File: config.mk
export PLATFORM = sky130hd
export DESIGN_NAME = escaped_api_frame_receiver
export DESIGN_NICKNAME = d
export VERILOG_FILES = /design/src/src/eafr_pkg.sv /design/src/src/escaped_api_frame_receiver.sv
export VERILOG_INCLUDE_DIRS = /design/src /design/src/src
export SDC_FILE = /design/constraint.sdc
export NUM_CORES = 1
export LEC_CHECK = 0
export ABC_AREA = 1
export BUFFER_PORTS_ARGS = -buffer_cell sky130_fd_sc_hd__buf_4
export CORE_MARGIN = 2
export CORE_UTILIZATION = 28
export CTS_CLUSTER_DIAMETER = 60
export DETAILED_ROUTE_END_ITERATION = 6
export GPL_TIMING_DRIVEN = 0
export HOLD_SLACK_MARGIN = 0.02
export PLACE_DENSITY = 0.52
export SKIP_LAST_GASP = 1
export SYNTH_ARGS = -nofsm -noshare
export SYNTH_HDL_FRONTEND = slang
export SYNTH_SLANG_ARGS = --single-unit
File: constraint.sdc
create_clock -name clk -period 7.9 [get_ports clk]
set_input_delay 1.58 -clock clk [delete_from_list [all_inputs] [get_ports clk]]
set_output_delay 1.58 -clock clk [all_outputs]
set_load 0.02 [all_outputs]
File: src/src/escaped_api_frame_receiver_assert.svh
// Assertion macros for the escaped API frame receiver.
// Used by src/escaped_api_frame_receiver.sv; the including module must have clk and arst_n.
`ifndef ESCAPED_API_FRAME_RECEIVER_ASSERT_SVH
`define ESCAPED_API_FRAME_RECEIVER_ASSERT_SVH
`ifndef ASSERT_OFF
// Checked outside reset.
`define EAFR_ASSERT(lbl, prop, msg) \
	lbl: assert property (@(posedge clk) disable iff (!arst_n) prop) else $error(msg);
// Checked at every edge, reset included.
`define EAFR_ASSERT_ALWAYS(lbl, prop, msg) \
	lbl: assert property (@(posedge clk) prop) else $error(msg);
`else
`define EAFR_ASSERT(lbl, prop, msg)
`define EAFR_ASSERT_ALWAYS(lbl, prop, msg)
`endif
`endif

File: src/src/eafr_pkg.sv
// Package for the escaped API frame receiver: framing bytes, frame types, result kinds.
// No dependencies; imported by escaped_api_frame_receiver.
`timescale 1ns / 1ps
package eafr_pkg;
	localparam logic [7:0] DELIM_BYTE = 8'h7e;
	localparam logic [7:0] ESC_BYTE = 8'h7d;
	localparam logic [7:0] ESC_XOR = 8'h20;
	localparam logic [7:0] SUM_GOOD = 8'hff;
	localparam logic [15:0] MAX_LENGTH_RESET = 16'd150;
	localparam logic [15:0] NET_ADDR_LIMIT = 16'hfffd;

	localparam logic [7:0] FT_RX_64 = 8'h90;
	localparam logic [7:0] FT_RX_IO = 8'h92;
	localparam logic [7:0] FT_NODE_ID = 8'h95;
	localparam logic [7:0] FT_SENSOR = 8'h97;

	localparam logic [1:0] KIND_DATA = 2'd0;
	localparam logic [1:0] KIND_GOOD = 2'd1;
	localparam logic [1:0] KIND_BAD = 2'd2;
	localparam logic [1:0] KIND_ABORT = 2'd3;

	// Payload offset of the low 32 bits of the source address; zero for frame types without one.
	function automatic logic [2:0] addr_offset(input logic [7:0] ft);
		logic [2:0] off;
		off = 3'd0;
		if (ft inside {FT_RX_64, FT_RX_IO, FT_NODE_ID}) begin
			off = 3'd5;
		end else if (ft == FT_SENSOR) begin
			off = 3'd6;
		end
		return off;
	endfunction
endpackage

File: src/src/escaped_api_frame_receiver.sv
// Escaped API frame receiver: top level, input register, deframing logic and result register.
// Depends on eafr_pkg and escaped_api_frame_receiver_assert.svh.
`timescale 1ns / 1ps
`include "escaped_api_frame_receiver_assert.svh"

// The receiver takes one raw serial byte per clock and gives at most one result per byte:
// a payload byte, a frame end with checksum verdict and captured addresses, or an abort.
// A byte passes through the input register and one stage of deframing logic into the
// result register, and a new byte can be transferred every cycle. Only a held result
// (out_stall high while out_valid is high) stops the flow; in_stall then rises once the
// input register is full. max_length may be written only while no byte is in flight.
module escaped_api_frame_receiver
	import eafr_pkg::*;
(
	input  logic        clk,
	input  logic        arst_n,
	input  logic        cfg_wr_en,
	input  logic [15:0] cfg_wr_data,
	input  logic        in_valid,
	output logic        in_stall,
	input  logic [7:0]  rx_byte,
	output logic        out_valid,
	input  logic        out_stall,
	output logic [1:0]  kind,
	output logic [7:0]  data_byte,
	output logic [15:0] byte_index,
	output logic [15:0] frame_length,
	output logic [31:0] src_addr_low,
	output logic [15:0] net_addr,
	output logic        addr_valid
);
	typedef enum logic [2:0] {
		PH_IDLE,
		PH_LEN_HI,
		PH_LEN_LO,
		PH_PAYLOAD,
		PH_CHECK
	} phase_t;

	logic [15:0] max_length_q;
	logic        valid_s1;
	logic [7:0]  byte_s1;

	phase_t      phase_q, phase_d;
	logic        esc_q, esc_d;
	logic [15:0] length_q, length_d;
	logic [15:0] count_q, count_d;
	logic [7:0]  sum_q, sum_d;
	logic [7:0]  ftype_q, ftype_d;
	logic [31:0] addr_q, addr_d;
	logic [15:0] net_q, net_d;

	logic        res_valid;
	logic [1:0]  res_kind;
	logic [7:0]  res_data;
	logic [15:0] res_index;
	logic [31:0] res_src;
	logic [15:0] res_net;
	logic        res_addr_valid;

	logic        out_valid_q;
	logic [1:0]  kind_q;
	logic [7:0]  data_q;
	logic [15:0] index_q;
	logic [15:0] flen_q;
	logic [31:0] src_q;
	logic [15:0] netout_q;
	logic        addr_valid_q;

	logic        advance;
	logic        proc;

	// The result register can load when it is empty or being emptied this cycle.
	assign advance  = !out_valid_q || !out_stall;
	assign proc     = advance && valid_s1;
	assign in_stall = valid_s1 && !advance;

	always_comb begin
		logic [7:0]  d;
		logic [2:0]  off;
		logic [16:0] idx_x;
		logic [16:0] off_x;
		logic [7:0]  sum_new;
		logic        good;

		phase_d        = phase_q;
		esc_d          = esc_q;
		length_d       = length_q;
		count_d        = count_q;
		sum_d          = sum_q;
		ftype_d        = ftype_q;
		addr_d         = addr_q;
		net_d          = net_q;
		res_valid      = 1'b0;
		res_kind       = KIND_DATA;
		res_data       = 8'd0;
		res_index      = count_q;
		res_src        = 32'd0;
		res_net        = 16'd0;
		res_addr_valid = 1'b0;
		d              = esc_q ? (byte_s1 ^ ESC_XOR) : byte_s1;
		off            = 3'd0;
		idx_x          = {1'b0, count_q};
		off_x          = 17'd0;
		sum_new        = sum_q + d;
		good           = (sum_new == SUM_GOOD);

		if (byte_s1 == DELIM_BYTE) begin
			// A raw delimiter always restarts; a frame whose payload has begun is aborted.
			if (phase_q inside {PH_PAYLOAD, PH_CHECK} && count_q != 16'd0) begin
				res_valid = 1'b1;
				res_kind  = KIND_ABORT;
			end
			phase_d = PH_LEN_HI;
			esc_d   = 1'b0;
		end else if (byte_s1 == ESC_BYTE) begin
			esc_d = 1'b1;
		end else begin
			esc_d = 1'b0;
			case (phase_q)
				PH_LEN_HI: begin
					length_d = {d, 8'd0};
					phase_d  = PH_LEN_LO;
				end
				PH_LEN_LO: begin
					length_d = {length_q[15:8], d};
					sum_d    = 8'd0;
					count_d  = 16'd0;
					ftype_d  = 8'd0;
					addr_d   = 32'd0;
					net_d    = 16'd0;
					if (length_d > max_length_q) begin
						phase_d = PH_IDLE;
					end else if (length_d == 16'd0) begin
						phase_d = PH_CHECK;
					end else begin
						phase_d = PH_PAYLOAD;
					end
				end
				PH_PAYLOAD: begin
					sum_d = sum_new;
					if (count_q == 16'd0) begin
						ftype_d = d;
					end
					off   = addr_offset(ftype_d);
					off_x = {14'd0, off};
					if (off != 3'd0) begin
						if (idx_x >= off_x && idx_x < off_x + 17'd4) begin
							addr_d = {addr_q[23:0], d};
						end else if (idx_x >= off_x + 17'd4 && idx_x < off_x + 17'd6) begin
							net_d = {net_q[7:0], d};
						end
					end
					count_d   = count_q + 16'd1;
					res_valid = 1'b1;
					res_kind  = KIND_DATA;
					res_data  = d;
					if (count_d >= length_q) begin
						phase_d = PH_CHECK;
					end
				end
				PH_CHECK: begin
					sum_d     = sum_new;
					off       = addr_offset(ftype_q);
					off_x     = {14'd0, off};
					res_valid = 1'b1;
					res_kind  = good ? KIND_GOOD : KIND_BAD;
					if (off != 3'd0) begin
						res_src        = addr_q;
						res_net        = net_q;
						res_addr_valid = good && idx_x >= off_x + 17'd6
							&& net_q < NET_ADDR_LIMIT;
					end
					phase_d = PH_IDLE;
				end
				default: begin
					phase_d = PH_IDLE;
				end
			endcase
		end
	end

	always_ff @(posedge clk or negedge arst_n) begin
		if (!arst_n) begin
			max_length_q <= MAX_LENGTH_RESET;
			valid_s1     <= 1'b0;
			phase_q      <= PH_IDLE;
			esc_q        <= 1'b0;
			length_q     <= 16'd0;
			count_q      <= 16'd0;
			sum_q        <= 8'd0;
			ftype_q      <= 8'd0;
			addr_q       <= 32'd0;
			net_q        <= 16'd0;
			out_valid_q  <= 1'b0;
		end else begin
			if (cfg_wr_en) begin
				max_length_q <= cfg_wr_data;
			end
			if (!in_stall) begin
				valid_s1 <= in_valid;
			end
			if (proc) begin
				phase_q  <= phase_d;
				esc_q    <= esc_d;
				length_q <= length_d;
				count_q  <= count_d;
				sum_q    <= sum_d;
				ftype_q  <= ftype_d;
				addr_q   <= addr_d;
				net_q    <= net_d;
			end
			if (advance) begin
				out_valid_q <= proc && res_valid;
			end
		end
	end

	always_ff @(posedge clk) begin
		if (in_valid && !in_stall) begin
			byte_s1 <= rx_byte;
		end
		if (proc && res_valid) begin
			kind_q       <= res_kind;
			data_q       <= res_data;
			index_q      <= res_index;
			flen_q       <= length_q;
			src_q        <= res_src;
			netout_q     <= res_net;
			addr_valid_q <= res_addr_valid;
		end
	end

	assign out_valid    = out_valid_q;
	assign kind         = kind_q;
	assign data_byte    = data_q;
	assign byte_index   = index_q;
	assign frame_length = flen_q;
	assign src_addr_low = src_q;
	assign net_addr     = netout_q;
	assign addr_valid   = addr_valid_q;

	`EAFR_ASSERT_ALWAYS(a_stall_needs_item, in_stall |-> valid_s1, "in_stall without a waiting byte")
	`EAFR_ASSERT(a_delim_restarts, proc && byte_s1 == DELIM_BYTE |=> phase_q == PH_LEN_HI && !esc_q, "delimiter did not restart the frame")
	`EAFR_ASSERT(a_payload_in_range, phase_q == PH_PAYLOAD |-> count_q < length_q, "payload count reached the frame length")
	`EAFR_ASSERT(a_index_below_length, out_valid_q && kind_q == KIND_DATA |-> index_q < flen_q, "payload index beyond frame length")
	`EAFR_ASSERT(a_addr_valid_good, out_valid_q && addr_valid_q |-> kind_q == KIND_GOOD, "address flagged valid on a frame that is not good")
endmodule

==> results of run 1 <==
cells in the final DEF (no fill, tap or decap), drive strengths merged, types with 3 or more instances in the layout:
cell / instances
nand2: 204
inv: 173
buf: 135
dfrtp: 114
nor2: 112
edfxtp: 99
o21ai: 86
nand3: 63
clkbuf: 58
ha: 53
a21oi: 24
o22ai: 20
xor2: 19
nand4: 13
nor3: 12
nor4: 9
clkinv: 6
a211oi: 4
dfstp: 4
a2111oi: 3
o21a: 3
cells by family after synthesis:
logic type	Yosys count	share of synthesized area, %
AO/OA/AOI/OAI	149	8.220
multiplexers	1	0.1099
buffers and inverters	201	7.890
flip-flops	217	57.89
XOR/XNOR	21	1.795
AND/OR/NAND/NOR	415	17.43
adder cells (fa/ha/maj)	54	6.668
metrics by stage:
stage / cell area [um^2] / power, mW / instances
finish: 12600 / 4.324 / 1697
floorplan: 10240 / 2.717 / 1058
global route: 12600 / 4.641 / 1697
CTS: 12600 / 4.377 / 1697
detailed placement: 11790 / 3.233 / 1649
global placement: 11740 / 3.218 / 1647
power groups by stage:
stage | Combinational, mW | Clock (mW) | Sequential (mW)
3_3_place_gp | 1.57 | 0 | 1.65
5_1_grt | 1.79 | 1.21 | 1.64
4_1_cts | 1.61 | 1.15 | 1.62
3_5_place_dp | 1.60 | 0 | 1.63
2_1_floorplan | 1.04 | 0 | 1.67
6_report | 1.60 | 1.12 | 1.61
flip-flops by register name, indices dropped and copies added, names as in the netlist:
signal	count
count_q	16
byte_s1	8
esc_q	1
max_length_q	16
data_byte	8
phase_q	3
valid_s1	1
byte_index	16
out_valid	1
sum_q	8
length_q	16
addr_valid	1
net_q	16
ftype_q	8
frame_length	16
addr_q	32
src_addr_low	32
net_addr	16
kind	2
layout make-up:
class	instances	share of cell area, %
multi-input cells	640	27.83
repair buffers	123	7.619
well taps	468	4.649
flip-flops and latches	217	47.08
plain buffers	29	1.291
clock buffers	41	5.930
clock inverters	7	0.4470
inverters	172	5.146
layer usage:
metal | wire [um] | part of all wire, %
met1 | 12520 | 48
met5 | 0 | 0
met4 | 489 | 1.9
met3 | 1164 | 4.5
met2 | 11830 | 45
worst paths after layout:
check	start	to	cells after the start
worst max-delay path	count_q[2]	phase_q[2]	20
worst min-delay path	length_q[2]	frame_length[2]	0
worst max register to register	count_q[2]	phase_q[2]	20
worst min register to register	length_q[2]	frame_length[2]	0
max in group asynchronous	arst_n	addr_q[21]	2
min in group asynchronous	arst_n	max_length_q[15]	1
==> results.toml, run 1 <==
[clock_tree]
holdBufCountCts = 0
root_buffer = "clkbuf_16"
clk_pin_slew_ps = 60
cts_inserted_buffers = 26
clock_path_buffers = 3
cts_tree = "done"
insertion_delay_ps = 530
cts_sinks = 217
cts_htree_levels = 1
cts_resized = 0
post_cts_buffers = 0

[logic_synthesis]
ys_top_cells_by_count = "nand2_1 (193), inv_1 (169), dfrtp_1 (114)"
async_reset_ff_share_pct = 54.38
yosys.area.top_type_share_pct = 29.02
synth_fp_nets = 1141
yosysWarningCount = 0
yosysMostFrequentCell = "nand2_1"
synth_area_leaders = "edfxtp_1 (29%), dfrtp_1 (28%), nand2_1 (7.1%), ha_1 (6.5%), inv_1 (6.2%)"
synth_flop_cell = "dfrtp_1"
synthDistinctLibCells = 44
synth_edf_count = 99
synth-seq-cells = 217
syn_area_per_cell_um2 = 9.683
ys_seq_area_share_pct = 57.89
synthCells = 1058
yosysTopAreaCell = "edfxtp_1"
netlist_area_um2 = 10240

[die]
core_area_um2 = 36350
die_x_um = 195.3
dieHeight_um = 195.3
initial_core_util_pct = 28.19
row_count = 70
dieArea_um2 = 38130
io_pins = 122

[worst_setup_path]
path_delay_family = "simple AND/OR/NAND/NOR gates"
cp.arrival_ps = 4570
worstPathRequired_ps = 8300
crit_top_cell = "inv_1"
r2r_slack_ps = 3740
path_max_fanout = 10
cp_cell_sequence = "inv_1, nor3_1, nand2_1, nor2_1, nand3_1, nor3_1, nand3_1, nor2_1, nand4_1, xor2_1, inv_1, ha_1, nand4_1, inv_1, a2111oi_0, nand4_1, nand2_1, inv_1, nand3_1, o21ai_0"
end_kind = "flip-flop"
cp_num_buf_inv = 4
crit_type = "flip-flop to flip-flop"
slowest_delay_ps = 590
critPathLaunchType = "flip-flop"
crit_slowest_cell = "dfrtp_1"

[timing]
finalHoldViolations = 0
fin_crit_ps = 4163
fmax_mhz = 240.2
worst_pin_slew_ps = 888.3
rsz0062_at_grt = "no"
finalSetupTns_ps = 0
finalMaxSlewViolations = 0
fin_ws_ps = 3737
relSlewSlack_pct = 40.78
setup_viol_count_final = 0
finalClockSkew_ps = 15.93
hold_ws_ps = 454.6
layout_worst_path_cycle_share_pct = 52.69

[global_routing]
globalRouteOverflowTotal = 0
grt_pass1_vias = 7667
grt_start_max_net_pins = 71
grt_pass1_wl_um = 42050
use_met3_pct = 2.332
grt_usage_pct = 13.86
grtUsageMet1_pct = 19.57
antenna_found_initial = 0
grtUsageMet2_pct = 22.14
busiest_layer = "met2"

[pwr]
combPwrFrac_pct = 37.0
ir_worst_vdd_mv = 0.1493
p_int_mw = 2.645
p_seq_share_pct = 37.2
p_leak_nw = 5.481
power_frac_clock_pct = 25.8
pwr_density_cell_nw_per_um2 = 343.3
power_switching_mw = 1.679
p_sw_share_pct = 38.83

[cells_and_area]
area_growth_pct = 22.95
fillerInstances = 3683
layout-drive-gt1-share_pct = 16.03
fin_nets = 1292
final_util_pct = 34.65
regArea_um2 = 5931
multi_input_area_um2 = 3506
diodes = 0

[routing]
antenna_left = 0
drc = 0
wl_per_cell_um = 15.33
wl_um = 26010
via_per_inst = 4.463
first_pass_iters = 7
drt_iter0_drc = 481
vias = 7573

[status]
status = "complete, no violations"

[placed_design]
hpwl_um = 19190
gp_congestion = 0.7971
post-place-ws_ps = 3679
port_buffers = 121

[hold_path]
hp-class = "flip-flop to flip-flop"

[job]
max_cap_violations = 0
No activity file was read; power rests on OpenSTA's default activity.
==> inputs of run 2 (changes only) <==
Settings changed: PLACE_DENSITY 0.52 to 0.54.
Clock period 7.9 ns to 3.62 ns, I/O delays scaled along.
==> results.toml, run 2 (synthesis results as in run 1) <==
[status]
status = "complete, no violations"

[routing]
antenna_left = 0
drc = 0
first_pass_iters = 5
drt_iter0_drc = 498
vias = 7828
wl_per_cell_um = 15.48
via_per_inst = 4.512
wl_um = 26860

[timing]
relSlewSlack_pct = 43.21
finalClockSkew_ps = 12.56
finalSetupTns_ps = 0
fin_crit_ps = 3491
setup_viol_count_final = 0
layout_worst_path_cycle_share_pct = 96.44
worst_pin_slew_ps = 851.8
finalHoldViolations = 0
rsz0062_at_grt = "yes"
finalMaxSlewViolations = 0
fmax_mhz = 286.4

[placed_design]
hpwl_um = 19260
gp_congestion = 0.8117
port_buffers = 121
placed_area_um2 = 11810

[pwr]
p_sw_share_pct = 38.77
pwr_density_cell_nw_per_um2 = 794.5
p_leak_nw = 5.841
ir_worst_vdd_mv = 0.5721
p_int_mw = 6.508
power_frac_clock_pct = 25.4
p_seq_share_pct = 33.0
power_switching_mw = 4.121
combPwrFrac_pct = 41.7

[worst_setup_path]
critPathLaunchType = "flip-flop"
crit_slowest_cell = "dfrtp_2"
path_max_fanout = 8
worstPathRequired_ps = 4040
crit_type = "flip-flop to flip-flop"
crit_top_cell = "nand2_1"
cp.arrival_ps = 3910
r2r_slack_ps = 130
slowest_delay_ps = 430
end_kind = "flip-flop"

[clock_tree]
clk_pin_slew_ps = 60
cts_sinks = 217
holdBufCountCts = 0
cts_htree_levels = 1
cts_tree = "done"
insertion_delay_ps = 530
clock_path_buffers = 3
root_buffer = "clkbuf_16"
cts_inserted_buffers = 26

[die]
core_area_um2 = 36350
die_x_um = 195.3
dieHeight_um = 195.3
io_pins = 122
initial_core_util_pct = 28.19
dieArea_um2 = 38130
row_count = 70

[global_routing]
antenna_found_initial = 0
grt_pass1_vias = 7883
grt_pass1_wl_um = 42570
globalRouteOverflowTotal = 0
grt_start_max_net_pins = 90
grt_usage_pct = 14.00

[hold_path]
hp-class = "primary input to asynchronous set/reset pin"

[cells_and_area]
area_growth_pct = 30.58
diodes = 0
final_common_cell = "nand2_1"
layout-drive-gt1-share_pct = 22.57
fin_nets = 1330
design_area_um2 = 13380
final_cell_mix = "nand2_1 (186), inv_1 (165), buf_4 (154)"

[job]
max_cap_violations = 0
## run 2: cell types whose count changed in the layout (fill, tap and decap cells not counted), moves of 6 or more
cell,change
buf_4,+31
dfrtp_1,-7
dfrtp_2,+7
nand2_1,-7
nor2_1,-8
nor3_1,-6
## run 2: layout make-up
cell class                 count  area, um^2
tap                          468       585.6
clock inverter                13       191.4
timing repair buffer         161        1296
multi-input combinational    641        3829
buffer                        28       187.7
inverter                     172       654.4
clock buffer                  35       694.4
sequential                   217        5939
fill                        3585       22970
## run 2: worst paths after layout
path,from,to,depth (start not counted)
min,arst_n,max_length_q[6],1
min reg2reg,length_q[2],frame_length[2],0
max in group asynchronous,arst_n,addr_q[21],2
min in group clk,rx_byte[2],byte_s1[2],1
max reg2reg,count_q[1],net_q[8],30
max,count_q[1],net_q[8],30
## run 2: what timing repair did
item | CTS | global route
gates resized for setup | 15 | 72
pin swaps | 4 | 28
setup endpoints to repair | 94 | 71
setup buffers | 5 | 30
gates cloned | 0 | 3
## run 2: critical path, delay by kind of cell (launching register included)
kind                       cells  cell delay, ps
adders and majority gates      2             420
and+or+nand+nor               21            1800
buffers and inverters          7             740
DFF                            1             430
## run 2: stage by stage
stage          cells  hold slack [ps]  util [%]  worst slack [ps]  total power, mW
2_1_floorplan   1058            424.9         -             158.3            5.925
3_3_place_gp    1647            435.6     32.31             -1315            6.999
3_5_place_dp    1650            435.1     32.50            -471.7            7.059
4_1_cts         1703            68.31     35.16             14.18            9.915
5_1_grt         1735            86.58     36.81            -126.6            11.35
6_report        1735            81.36     36.81             128.9            10.63
## run 2: power by group through the flow
stage	registers [mW]	clock network [mW]	logic (mW)
finish	3.51	2.70	4.43
global route	3.57	2.87	4.92
detailed placement	3.55	0	3.50
floorplan	3.65	0	2.28
CTS	3.51	2.77	3.63
global placement	3.57	0	3.43
## run 2: routing by layer
layer  wire, um  vias to the layer above  track usage, %
li1           -                     3877               -
met1      12350                     3743           18.95
met2      12400                      168           22.74
met3       1439                       40           2.608
met4        670                        0           4.411
met5          0                        -               0
==> inputs of run 3 (changes only) <==
Settings changed: PLACE_DENSITY 0.54 to 0.52.
Clock period 3.62 ns to 4.35 ns, I/O delays scaled along.
==> results.toml, run 3 (synthesis results as in run 1) <==
[clock_tree]
insertion_delay_ps = 530
post_cts_buffers = 0
cts_resized = 0
holdBufCountCts = 0
cts_htree_levels = 1
root_buffer = "clkbuf_16"
cts_inserted_buffers = 26
cts_tree = "done"
clock_path_buffers = 3
clk_pin_slew_ps = 60
cts_sinks = 217

[global_routing]
grt_pass1_vias = 7667
grt_start_max_net_pins = 71
grt_pass1_wl_um = 42050
antenna_found_initial = 0
globalRouteOverflowTotal = 0
grt_usage_pct = 13.86

[cells_and_area]
layout-drive-gt1-share_pct = 16.35
fin_nets = 1292
final_cell_mix = "nand2_1 (193), inv_1 (168), buf_4 (123)"
design_area_um2 = 12610
final_common_cell = "nand2_1"
diodes = 0
area_growth_pct = 23.12

[pwr]
p_int_mw = 4.807
p_sw_share_pct = 38.92
p_leak_nw = 5.481
combPwrFrac_pct = 37.1
power_switching_mw = 3.062
pwr_density_cell_nw_per_um2 = 623.9
ir_worst_vdd_mv = 0.2732
power_frac_clock_pct = 25.8
p_seq_share_pct = 37.1

[die]
initial_core_util_pct = 28.19
die_x_um = 195.3
row_count = 70
io_pins = 122
core_area_um2 = 36350
dieArea_um2 = 38130
dieHeight_um = 195.3

[status]
status = "complete, no violations"

[worst_setup_path]
slowest_delay_ps = 450
path_delay_family = "simple AND/OR/NAND/NOR gates"
cp_num_buf_inv = 4
r2r_start = "count_q[0]"
r2r_slack_ps = 450
crit_start = "count_q[0]"
crit_slowest_cell = "dfrtp_1"
crit_type = "flip-flop to flip-flop"
critPathLaunchType = "flip-flop"
end_kind = "flip-flop"
cp.arrival_ps = 4310
path_max_fanout = 10
crit_top_cell = "nand2_1"
worstPathRequired_ps = 4760
cp_cell_sequence = "inv_1, ha_1, nand2_1, nor2_4, nand2_4, buf_6, o21ai_1, nand2_1, nor2_2, nand2_2, ha_1, a21oi_1, nand2_1, a21oi_1, a2111oi_0, nand2_1, inv_2, nand2_2, nand2_2, nand2_4, buf_2, nand3_1, nand2_1"

[timing]
finalMaxSlewViolations = 0
finalClockSkew_ps = 16.57
relSlewSlack_pct = 40.84
fin_ws_ps = 452.0
layout_worst_path_cycle_share_pct = 89.61
worst_pin_slew_ps = 887.5
fmax_mhz = 256.5
fin_crit_ps = 3898
rsz0062_at_grt = "no"
setup_viol_count_final = 0
finalHoldViolations = 0

[placed_design]
port_buffers = 121
hpwl_um = 19190
post-place-ws_ps = 128.8
placed_area_um2 = 11790
gp_congestion = 0.7971

[routing]
via_per_inst = 4.474
antenna_left = 0
vias = 7593
wl_per_cell_um = 15.33
wl_um = 26020
drt_iter0_drc = 441
drc = 0
first_pass_iters = 4

[job]
max_cap_violations = 0

[hold_path]
hp-class = "primary input to asynchronous set/reset pin"
run 3: cell types whose count changed in the layout (fill, tap and decap cells not counted), moves of 5 or more:
cell     delta
ha_4        -5
nand2_1     +7
dfrtp_2     -6
nand3_1     +5
dfrtp_1     +6
ha_1        +5
buf_4      -31
nor2_1      +8
run 3: path summary, 6_finish.rpt:
kind | endpoint | cells past startpoint
max | net_q[10] | 23
min | max_length_q[15] | 1
max reg2reg | net_q[10] | 23
min reg2reg | frame_length[2] | 0
max in group asynchronous | addr_q[21] | 2
min in group clk | frame_length[2] | 0
run 3: cell type report:
class,instances,area (um^2)
timing repair buffer,123,959.7
inverter,172,648.1
fill,3680,23730
clock inverter,7,56.30
multi-input combinational,640,3522
clock buffer,41,747.0
tap,468,585.6
sequential,217,5932
buffer,29,162.7
run 3: per-layer routing:
layer  share of wire, %  vias to the layer above  routed length, um  track usage (%)
met5                  0                        -                  0                0
met4                1.9                        0                492            3.478
met3                4.3                       33               1111            2.332
met2                 46                      152              11900            22.14
met1                 48                     3603              12520            19.57
li1                   -                     3805                  -                -
run 3: power by group through the flow:
stage	Sequential, mW	Clock, mW	Combinational, mW
6_report	2.92	2.03	2.92
5_1_grt	2.98	2.20	3.26
4_1_cts	2.93	2.10	2.92
3_5_place_dp	2.97	0	2.91
3_3_place_gp	2.99	0	2.85
2_1_floorplan	3.04	0	1.89
run 3: metrics by stage:
stage	utilization, %	std cells	TNS, ps	hold WS, ps	total power, mW
finish	34.70	1697	0	296.1	7.870
global placement	32.30	1647	-129410	434.1	5.843
detailed placement	32.44	1649	0	433.2	5.872
floorplan	-	1058	0	424.9	4.934
global route	34.70	1697	0	316.4	8.437
CTS	34.65	1697	0	301.1	7.949
